[src/sv/tghc_ram.sv]
// ----------------------------------------------------------------------------
// tghc_ram
// Generic single-write, single-read RAM with registered read data.
// ----------------------------------------------------------------------------
module tghc_ram #(
   parameter int WIDTH = 8,
   parameter int DEPTH = 64
) (
   input  logic                     clock,
   input  logic                     wr_en,
   input  logic [$clog2(DEPTH)-1:0] wr_addr,
   input  logic [WIDTH-1:0]         wr_data,
   input  logic [$clog2(DEPTH)-1:0] rd_addr,
   output logic [WIDTH-1:0]         rd_data
);

   logic [WIDTH-1:0] mem_ff [DEPTH];
   logic [WIDTH-1:0] rd_data_ff;

   // write port and registered read port
   always_ff @(posedge clock) begin
      if (wr_en) begin
         mem_ff[wr_addr] <= wr_data;
      end
      rd_data_ff <= mem_ff[rd_addr];
   end

   assign rd_data = rd_data_ff;

endmodule

[config.mk]
export PLATFORM = sky130hd
export DESIGN_NAME = tghc_ram
export DESIGN_NICKNAME = d
export VERILOG_FILES = /design/src/sv/tghc_ram.sv
export SDC_FILE = /design/constraint.sdc
export NUM_CORES = 1
export LEC_CHECK = 0
export ABC_CLOCK_PERIOD_IN_PS = 2800
export BUFFER_PORTS_ARGS = -buffer_cell sky130_fd_sc_hd__buf_2
export CAP_MARGIN = 10
export CORE_ASPECT_RATIO = 0.7
export CORE_MARGIN = 4
export CORE_UTILIZATION = 42
export CTS_CLUSTER_DIAMETER = 150
export DETAILED_ROUTE_END_ITERATION = 12
export PLACE_DENSITY_LB_ADDON = 0.05
export RECOVER_POWER = 50
export SYNTH_ARGS = -nofsm -noshare
export SYNTH_HDL_FRONTEND = slang
export SYNTH_SLANG_ARGS = --single-unit
export TNS_END_PERCENT = 50
[constraint.sdc]
create_clock -name clock -period 2.8 [get_ports clock]
set_input_delay 0 -clock clock [delete_from_list [all_inputs] [get_ports clock]]
set_output_delay 0 -clock clock [all_outputs]
set_load 0.01 [all_outputs]
==> impl_metrics.env <==
export IMPL_antenna_found_initial=2
export IMPL_grt_overflow_total=0
export IMPL_fin_nets=1106
export IMPL_yosysSeqAreaShare_pct=77.0
export IMPL_p_seq_share_pct=52.5
export IMPL_hold_violations=0
export IMPL_grt_use_total_pct=20.0
export IMPL_worstMarginPinSlew_ns=2.91
export IMPL_drtIter0Drc=1031
export IMPL_detailroute_via_count=9841
export IMPL_rows=66
export IMPL_multi_input_area_sq_mm=0.00432
export IMPL_die_x_um=270
export IMPL_grt_pass1_wl_um=73700
export IMPL_critical_path_arrival_ns=2.50
export IMPL_final_seq_area_sq_mm=0.0155
export IMPL_synth_cell_type_count=40
export IMPL_dpl_cell_area_sq_mm=0.0216
export IMPL_slew_headroom_pct=-94.1
export IMPL_fillCellCount=3792
export IMPL_worstPathRequired_ns=3.08
export IMPL_clockBufferDepth=3
export IMPL_ys_warn_count=0
export IMPL_wirelength_um=50700
export IMPL_routabilityCongestion=0.767
export IMPL_critPathMaxStageDelay_ns=0.56
export IMPL_critPathSlowestCell="dlygate4sd3_1"
export IMPL_via_per_inst=5.68
export IMPL_hp_start="rd_addr[4]"
export IMPL_ctsResizeCount=0
export IMPL_rrSetupSlack_ns=0.66
export IMPL_holdPathStages=3
export IMPL_hold_end="rd_data[2]"
export IMPL_hpwl_um=32900
export IMPL_final_area_sq_mm=0.0233
export IMPL_htree_levels=2
export IMPL_syn_num_nets=962
export IMPL_crit_family="buffers and inverters"
export IMPL_antenna_left=0
export IMPL_max_cap_violations=4
export IMPL_cp_cell_sequence="dlygate4sd3_1, clkbuf_1, nor2b_1, nand3_1, nor2_1, buf_4"
export IMPL_core_sq_mm=0.0470
export IMPL_worstReg2RegStart="mem_ff[21][4]"
export IMPL_hold_class="in -> reg"
export IMPL_cts_tree="built"
export IMPL_ir_drop_uv=455
export IMPL_drive_above_1_share_pct=28.1
export IMPL_drv_slew=177
export IMPL_grt_pass1_vias=9943
export IMPL_power_switching_w=0.00338
export IMPL_clkTransAtPathRegs_ns=0.06
export IMPL_rsz0062_at_grt="false"
export IMPL_cellPowerDensity_mw_per_mm2=708
export IMPL_routedWlPerCell_um=29.2
export IMPL_critPathMaxFanout=10
export IMPL_crit_buf_inv=3
export IMPL_grt_max_degree=65
export IMPL_die_area_sq_mm=0.0516
export IMPL_cts_root_buf="clkbuf_16"
export IMPL_reg2reg_depth=5
export IMPL_pwr_share_comb_pct=5.1
export IMPL_die_h_um=191
export IMPL_swShare_pct=20.5
export IMPL_yosys_register_bits=520
export IMPL_r2r_end="rd_data[4]"
export IMPL_insertion_delay_ns=0.57
export IMPL_ios=30
export IMPL_syn_area_sq_mm=0.0202
export IMPL_syn_inst=940
export IMPL_fin_tns_setup_ns=0
export IMPL_port_buffers=29
export IMPL_p_int_w=0.0131
export IMPL_skew_ns=0.0160
export IMPL_pwr_share_clk_pct=42.3
export IMPL_drc=0
export IMPL_syn_avg_cell_area_sq_um=21.5
export IMPL_firstDrtPassIters=5
export IMPL_start_util_pct=42.9
export IMPL_outcome="complete, but fails checks"
export IMPL_setup_viol=0
export IMPL_min_period_ns=2.22
export IMPL_path_class="in -> reg"
export IMPL_mostFrequentLayoutCells="edfxtp_1 (512), mux4_2 (126), nor2_1 (83), buf_4 (83), clkbuf_16 (53)"
export IMPL_layout_commonest_cell="edfxtp_1"
export IMPL_worst_setup_path_end_kind="flip-flop"
export IMPL_area_delta_synth_final_pct=15.6
export IMPL_numCtsBuffers=51
export IMPL_violations="max-capacitance violations, max-slew violations"
export IMPL_start_kind="primary input"
export IMPL_p_leak_nw=7.40
export IMPL_fin_crit_sh_pct=79.3
export IMPL_fmax_mhz=451
export IMPL_cts_sinks=520
[synthesized netlist by cell type]
library cell	n	area [sq um]
a22oi_1	3	22.5
nor4_1	2	12.5
o21ai_1	2	10.0
nand2b_1	7	43.8
a31oi_1	1	6.26
nor3_1	7	35.0
a2111oi_0	2	17.5
edfxtp_1	512	15400
o21a_1	2	15.0
o2111ai_1	3	26.3
o41ai_1	2	17.5
o221a_2	2	22.5
buf_1	4	15.0
dfxtp_1	8	160
or3_1	1	6.26
buf_6	4	45.0
mux2_2	13	146
nand4b_1	1	8.76
a21oi_1	3	15.0
nand4_1	2	12.5
buf_4	13	97.6
nand3_1	13	65.1
nand3b_1	3	22.5
o32ai_1	2	17.5
o311ai_1	1	8.76
o22ai_1	8	50.1
buf_2	11	55.1
nor2b_1	14	87.6
nand2_1	19	71.3
mux2i_1	23	230
o21ai_0	2	10.0
o2bb2ai_1	3	26.3
o221ai_1	8	70.1
buf_12	2	40.0
a211oi_1	4	30.0
a221oi_1	6	52.6
nor2_1	83	312
clkbuf_1	17	63.8
and2_1	1	6.26
mux4_2	126	2840
[state kept, by name, indices dropped and copies added (netlist names)]
signal / count
rd_data: 8
mem_ff: 512
[cell families (layout without fill, tap and decap cells)]
group           count (synthesis)  count (layout)  share of synthesized area (%)
compound gates                 54              54                           2.07
other cells                     0               1                              0
flops                         520             520                           77.0
simple gates                  153             153                           3.39
mux                           162             162                           15.9
buf+inv                        51             232                           1.57
[per-layer routing]
layer  part of all wire (%)  track usage, %
met1                     49            32.3
met2                     41            27.1
met3                    8.4            5.40
met4                    1.5            3.76
met5                  0.037               0
[worst max path at each step]
| stage | from | end | depth (start not counted) |
|---|---|---|---|
| after floorplan | mem_ff[29][4] | rd_data[4] | 5 |
| after global placement | rd_addr[0] | rd_data[1] | 7 |
| after detailed placement | rd_addr[0] | rd_data[1] | 7 |
| after CTS | mem_ff[21][4] | rd_data[4] | 5 |
| after global routing | wr_data[2] | mem_ff[45][2] | 3 |
| final | wr_addr[2] | mem_ff[37][4] | 6 |
[worst register-to-register path, cell delays in order, from the launching register on]
cell	delay, ns
edfxtp_1	0.37
mux4_2	0.47
mux2_2	0.29
o221a_2	0.33
nor3_1	0.40
o32ai_1	0.16
[final cells by class]
cell class | instances | area share [%]
sequential | 520 | 66.6
multi-input combinational | 369 | 18.5
clock buffer | 68 | 6.06
timing repair buffer | 142 | 4.28
tap | 612 | 3.29
clock inverter | 22 | 1.21
antenna | 1 | 0.0107
[power by group through the flow]
stage	Clock (W)	Sequential, W	Combinational, W
global route	0.00753	0.00866	0.000915
finish	0.00699	0.00866	0.000846
global placement	0	0.00882	0.000854
detailed placement	0	0.00882	0.000857
CTS	0.00716	0.00865	0.000868
floorplan	0	0.00880	0.000459
[per-stage QoR]
stage,hold WS (ns),power [W],instances,setup slack (ns),utilization (%)
finish,0.0887,0.0165,1734,0.581,49.6
detailed placement,0.440,0.00968,1633,0.479,46.0
global placement,0.443,0.00967,1633,0.453,46.0
CTS,0.0189,0.0167,1731,0.641,49.7
global route,0.118,0.0171,1733,0.430,49.6
floorplan,0.0989,0.00926,940,1.11,-
[timing repair]
action                    CTS  global route
hold endpoints to repair   90            14
buffers inserted            0             0
hold buffers                8             1
(Power assumes the default switching activity.)
