===== src/sv/tghc_pkg.sv =====
// ----------------------------------------------------------------------------
// tghc_pkg
// Shared types and constants for the time-gap hit clusterer.
// ----------------------------------------------------------------------------
package tghc_pkg;

   // defaults of the top-level parameters
   localparam int MAX_HITS_DEF  = 64;
   localparam int TIME_BITS_DEF = 20;

   // fixed field widths
   localparam int HIT_TIME_W = 20;
   localparam int GAP_W      = 20;
   localparam int MINH_W     = 7;
   localparam int IDX_OUT_W  = 6;
   localparam int TOT_W      = 7;
   localparam int CSR_ADDR_W = 3;
   localparam int CSR_DATA_W = 32;

   // register reset values
   localparam logic [GAP_W-1:0]  MAX_GAP_RST  = 20'd120;
   localparam logic [MINH_W-1:0] MIN_HITS_RST = 7'd4;

   // register index codes (paddr bit 2)
   localparam logic REG_MAX_GAP  = 1'b0;
   localparam logic REG_MIN_HITS = 1'b1;

   typedef struct packed {
      logic [HIT_TIME_W-1:0] hit_time;
      logic                  last_hit;
   } req_type;

   typedef struct packed {
      logic [IDX_OUT_W-1:0] hit_index;
      logic [IDX_OUT_W-1:0] group_number;
      logic                 kept;
      logic [IDX_OUT_W-1:0] subevent_number;
      logic [TOT_W-1:0]     subevent_total;
      logic                 overflowed;
      logic                 last_result;
   } rsp_type;

   // control handed to every sort cell
   typedef struct packed {
      logic ins;
      logic shl;
   } cell_ctl_type;

   typedef enum logic [2:0] {
      ST_LOAD,
      ST_SCAN,
      ST_FLUSH,
      ST_PREFIX,
      ST_EMIT
   } state_type;

endpackage


===== src/sv/tghc_cell.sv =====
// ----------------------------------------------------------------------------
// tghc_cell
// One cell of the insertion-sort chain: holds one time with its hit index.
// ----------------------------------------------------------------------------
module tghc_cell #(
   parameter int TIME_BITS = tghc_pkg::TIME_BITS_DEF,
   parameter int DATA_W    = tghc_pkg::TIME_BITS_DEF + 6
) (
   input  logic                       clock,
   input  logic                       reset,
   input  tghc_pkg::cell_ctl_type     ctl,
   input  logic [DATA_W-1:0]          new_data,
   input  logic                       left_vld,
   input  logic                       left_gt,
   input  logic [DATA_W-1:0]          left_data,
   input  logic                       right_vld,
   input  logic [DATA_W-1:0]          right_data,
   output logic                       vld,
   output logic                       gt,
   output logic [DATA_W-1:0]          data
);

   logic              vld_ff, vld_in;
   logic [DATA_W-1:0] data_ff, data_in;

   // own time is later than the incoming one
   assign gt = vld_ff && (data_ff[TIME_BITS-1:0] > new_data[TIME_BITS-1:0]);

   // shift towards the head, or make room and insert
   always_comb begin
      vld_in  = vld_ff;
      data_in = data_ff;
      if (ctl.shl) begin
         vld_in  = right_vld;
         data_in = right_data;
      end else if (ctl.ins) begin
         if (left_gt) begin
            vld_in  = 1'b1;
            data_in = left_data;
         end else if (gt || (!vld_ff && left_vld)) begin
            vld_in  = 1'b1;
            data_in = new_data;
         end
      end
   end

   always_ff @(posedge clock) begin
      if (reset) begin
         vld_ff <= 1'b0;
      end else begin
         vld_ff <= vld_in;
      end
      data_ff <= data_in;
   end

   assign vld  = vld_ff;
   assign data = data_ff;

endmodule


===== config.mk =====
export PLATFORM = sky130hd
export DESIGN_NAME = tghc_cell
export DESIGN_NICKNAME = d
export VERILOG_FILES = /design/src/sv/tghc_pkg.sv /design/src/sv/tghc_cell.sv
export SDC_FILE = /design/constraint.sdc
export NUM_CORES = 1
export LEC_CHECK = 0
export BUFFER_PORTS_ARGS = -buffer_cell sky130_fd_sc_hd__buf_2
export CORE_ASPECT_RATIO = 1.1
export CORE_MARGIN = 4
export CORE_UTILIZATION = 32
export DETAILED_ROUTE_END_ITERATION = 10
export GPL_ROUTABILITY_DRIVEN = 0
export GPL_TIMING_DRIVEN = 0
export PLACE_DENSITY_LB_ADDON = 0.12
export SLEW_MARGIN = 25
export SYNTH_ARGS = -nofsm -noshare
export SYNTH_HDL_FRONTEND = slang
export SYNTH_SLANG_ARGS = --single-unit
export TNS_END_PERCENT = 10

===== constraint.sdc =====
create_clock -name clock -period 3.45 [get_ports clock]
set_clock_uncertainty 0.2 [all_clocks]
set_input_delay 0.1725 -clock clock [delete_from_list [all_inputs] [get_ports clock]]
set_output_delay 0.1725 -clock clock [all_outputs]
set_load 0.02 [all_outputs]

==> metrics.csv <==
metric,value,unit
via_count,1934,
end_kind,flop,
switching_share,0.3211,
start_kind,flop,
yosysMostFrequentCell,nand2_1,
fin_setup_tns,0,ns
row_count,29,
clock_latency,0.28,ns
vdd_drop_max,0.1696,mV
overflow,0,
max_stage_delay,0.45,ns
clkSinkCount,27,
routed_wl,5.689,mm
drive_above_1_share,0.3596,
dieWidth,82.01,um
syn_nets,302,
p_leak,1.476,nW
die-area,7333,sq um
synthFlopType,edfxtp_1,
worstPathArrival,2.83,ns
final_util,0.5063,
cts_buffers,3,
min_path_type,in -> reg,
p_per_area,319.0,nW/um^2
syn_avg_cell_area,9.787,sq um
finalPower,0.0009375,W
antenna_cells,0,
status,"finished, final reports clean",
syn2layout_area_growth,52.43,%
fmax,329.3,MHz
async_flop_share,0,
viasPerCell,4.616,
yosys.area.top_type,edfxtp_1,
synthDistinctLibCells,27,
yosysTopAreaCellShare,0.4049,
fp.coreArea,5806,sq um
hold_viol_final,0,
p_sw,0.0003010,W
tritoncts,done,
setup_slack,0.4135,ns
power.share.clock,0.200,
yosys-top-cells-area,"edfxtp_1, mux2i_1, ha_1, o21ai_0, nand2_1",
post-cts-setup-buffers,0,
grt_pass1_wl,8.811,mm
io_buffers,111,
ios,113,
final_net_count,448,
maxCapViolCount,0,
first_global_vias,2012,
drc,0,
wire_per_inst,13.58,um
tightest_slew,0.6104,ns
relSlewSlack,0.5931,
rsz0062_at_grt,false,
grt_antenna_before_repair,0,
clk_pin_slew,0.10,ns
synth.ff_latch_count,27,
first_pass_iters,4,
post-place-ws,0.3844,ns
htree_num_levels,1,
crit_fanout,9,
finalSetupViolCount,0,
critPathSlowestCell,a211oi_4,
crit_type,reg -> reg,
track_usage,0.1563,
ant_nets,0,
dp_hpwl,4.428,mm
fin_crit_sh,0.8801,
postCtsResizedCells,0,
synth.cell_area,1928,sq um
netlist_instances,197,
ys_warn_count,0,
comb_power_share,0.348,
grt_max_degree,15,
die_h,89.41,um
cts_buffer_depth,2,
period_minus_slack,3.037,ns
seq_area_frac_synth,0.4153,
maxSlewViolCount,0,
first_iter_violations,44,
start_util,0.3321,
crit_required,3.24,ns
p_int,0.0006364,W
seqPwrFrac,0.452,
cp_cell_sequence,"ha_1, nand4_2, or3_4, a2111oi_4, and4b_1, a211oi_4, buf_6",
synth_edf_count,26,
synthTopCellsByCount,"nand2_1, o21ai_0, edfxtp_1, mux2i_1, inv_1",
root_buffer,clkbuf_8,
cells by family (layout without fill, tap and decap cells):
kind of cell,Yosys count,in the layout,share of synthesized area
AOI/OAI and AO/OA,47,47,0.1460
and+or+nand+nor,47,47,0.1142
buffers and inverters,30,175,0.05971
DFF,27,27,0.4153
muxes,26,26,0.1350
adders and majority gates,20,20,0.1298
path summary, 6_finish.rpt:
kind,cells after the start,endpoint,start,slack [ns]
setup / recovery,7,data[12]$_DFFE_PP_,data[19]$_DFFE_PP_,0.41
hold / removal,3,data[20]$_DFFE_PP_,new_data[20],0.05
setup reg to reg,7,data[12]$_DFFE_PP_,data[19]$_DFFE_PP_,0.41
hold reg to reg,2,data[17]$_DFFE_PP_,vld$_SDFFE_PP0P_,0.54
flip-flops by register name, indices dropped and copies added, names as in the netlist:
name / cells
data: 26
vld: 1
power groups by stage:
stage / registers, W / clock network [W] / logic, W
after CTS: 0.000424 / 0.000194 / 0.000333
final: 0.000424 / 0.000188 / 0.000326
after detailed placement: 0.000432 / 0 / 0.000307
after global routing: 0.000428 / 0.000209 / 0.000368
after global placement: 0.000432 / 0 / 0.000296
after floorplan: 0.000476 / 0 / 0.000132
per-stage QoR:
| step | hold WS [ns] | std cells | instance area [sq um] |
|---|---|---|---|
| finish | 0.04575 | 419 | 2939 |
| global route | 0.06216 | 419 | 2939 |
| CTS | 0.03975 | 419 | 2939 |
| detailed placement | 0.1333 | 387 | 2614 |
| global placement | 0.1334 | 385 | 2587 |
| floorplan | 0.04488 | 197 | 1936 |
critical path, delay by kind of cell, from the launching register on:
family	cells	cell delay, ns
buffers and inverters	1	0.23
flip-flops	1	0.42
AND/OR/NAND/NOR	3	0.88
AO/OA/AOI/OAI	2	0.66
adder cells (fa/ha/maj)	1	0.36
layout make-up:
cell class	instances	area (sq um)
clock buffers	4	45.04
flip-flops and latches	27	800.8
repair buffers	141	862.1
plain buffers	9	36.28
multi-input cells	140	1020
well taps	77	96.34
fillers	564	2867
inverters	21	78.83
timing repair:
item                                    CTS  global route
endpoints found under the setup margin    0             0
hold buffers                             28             0
hold endpoints to repair                 27             0
placed cells by master (no fill, tap or decap), drive strengths merged, types with 4 or more instances in the layout:
cell type,instances
a21oi,11
dlygate4sd3,28
mux2i,26
ha,20
buf,115
o21ai,29
edfxtp,26
nand4,4
nand2,33
clkbuf,11
inv,21
layer usage:
| metal | wire, um | track usage | up-vias |
|---|---|---|---|
| li1 | - | - | 993 |
| met1 | 2222 | 0.1657 | 884 |
| met2 | 3170 | 0.3159 | 53 |
| met3 | 242 | 0.01815 | 4 |
| met4 | 54 | 0.04532 | 0 |
| met5 | 0 | 0 | - |
Power figures use the tool's default switching activity.
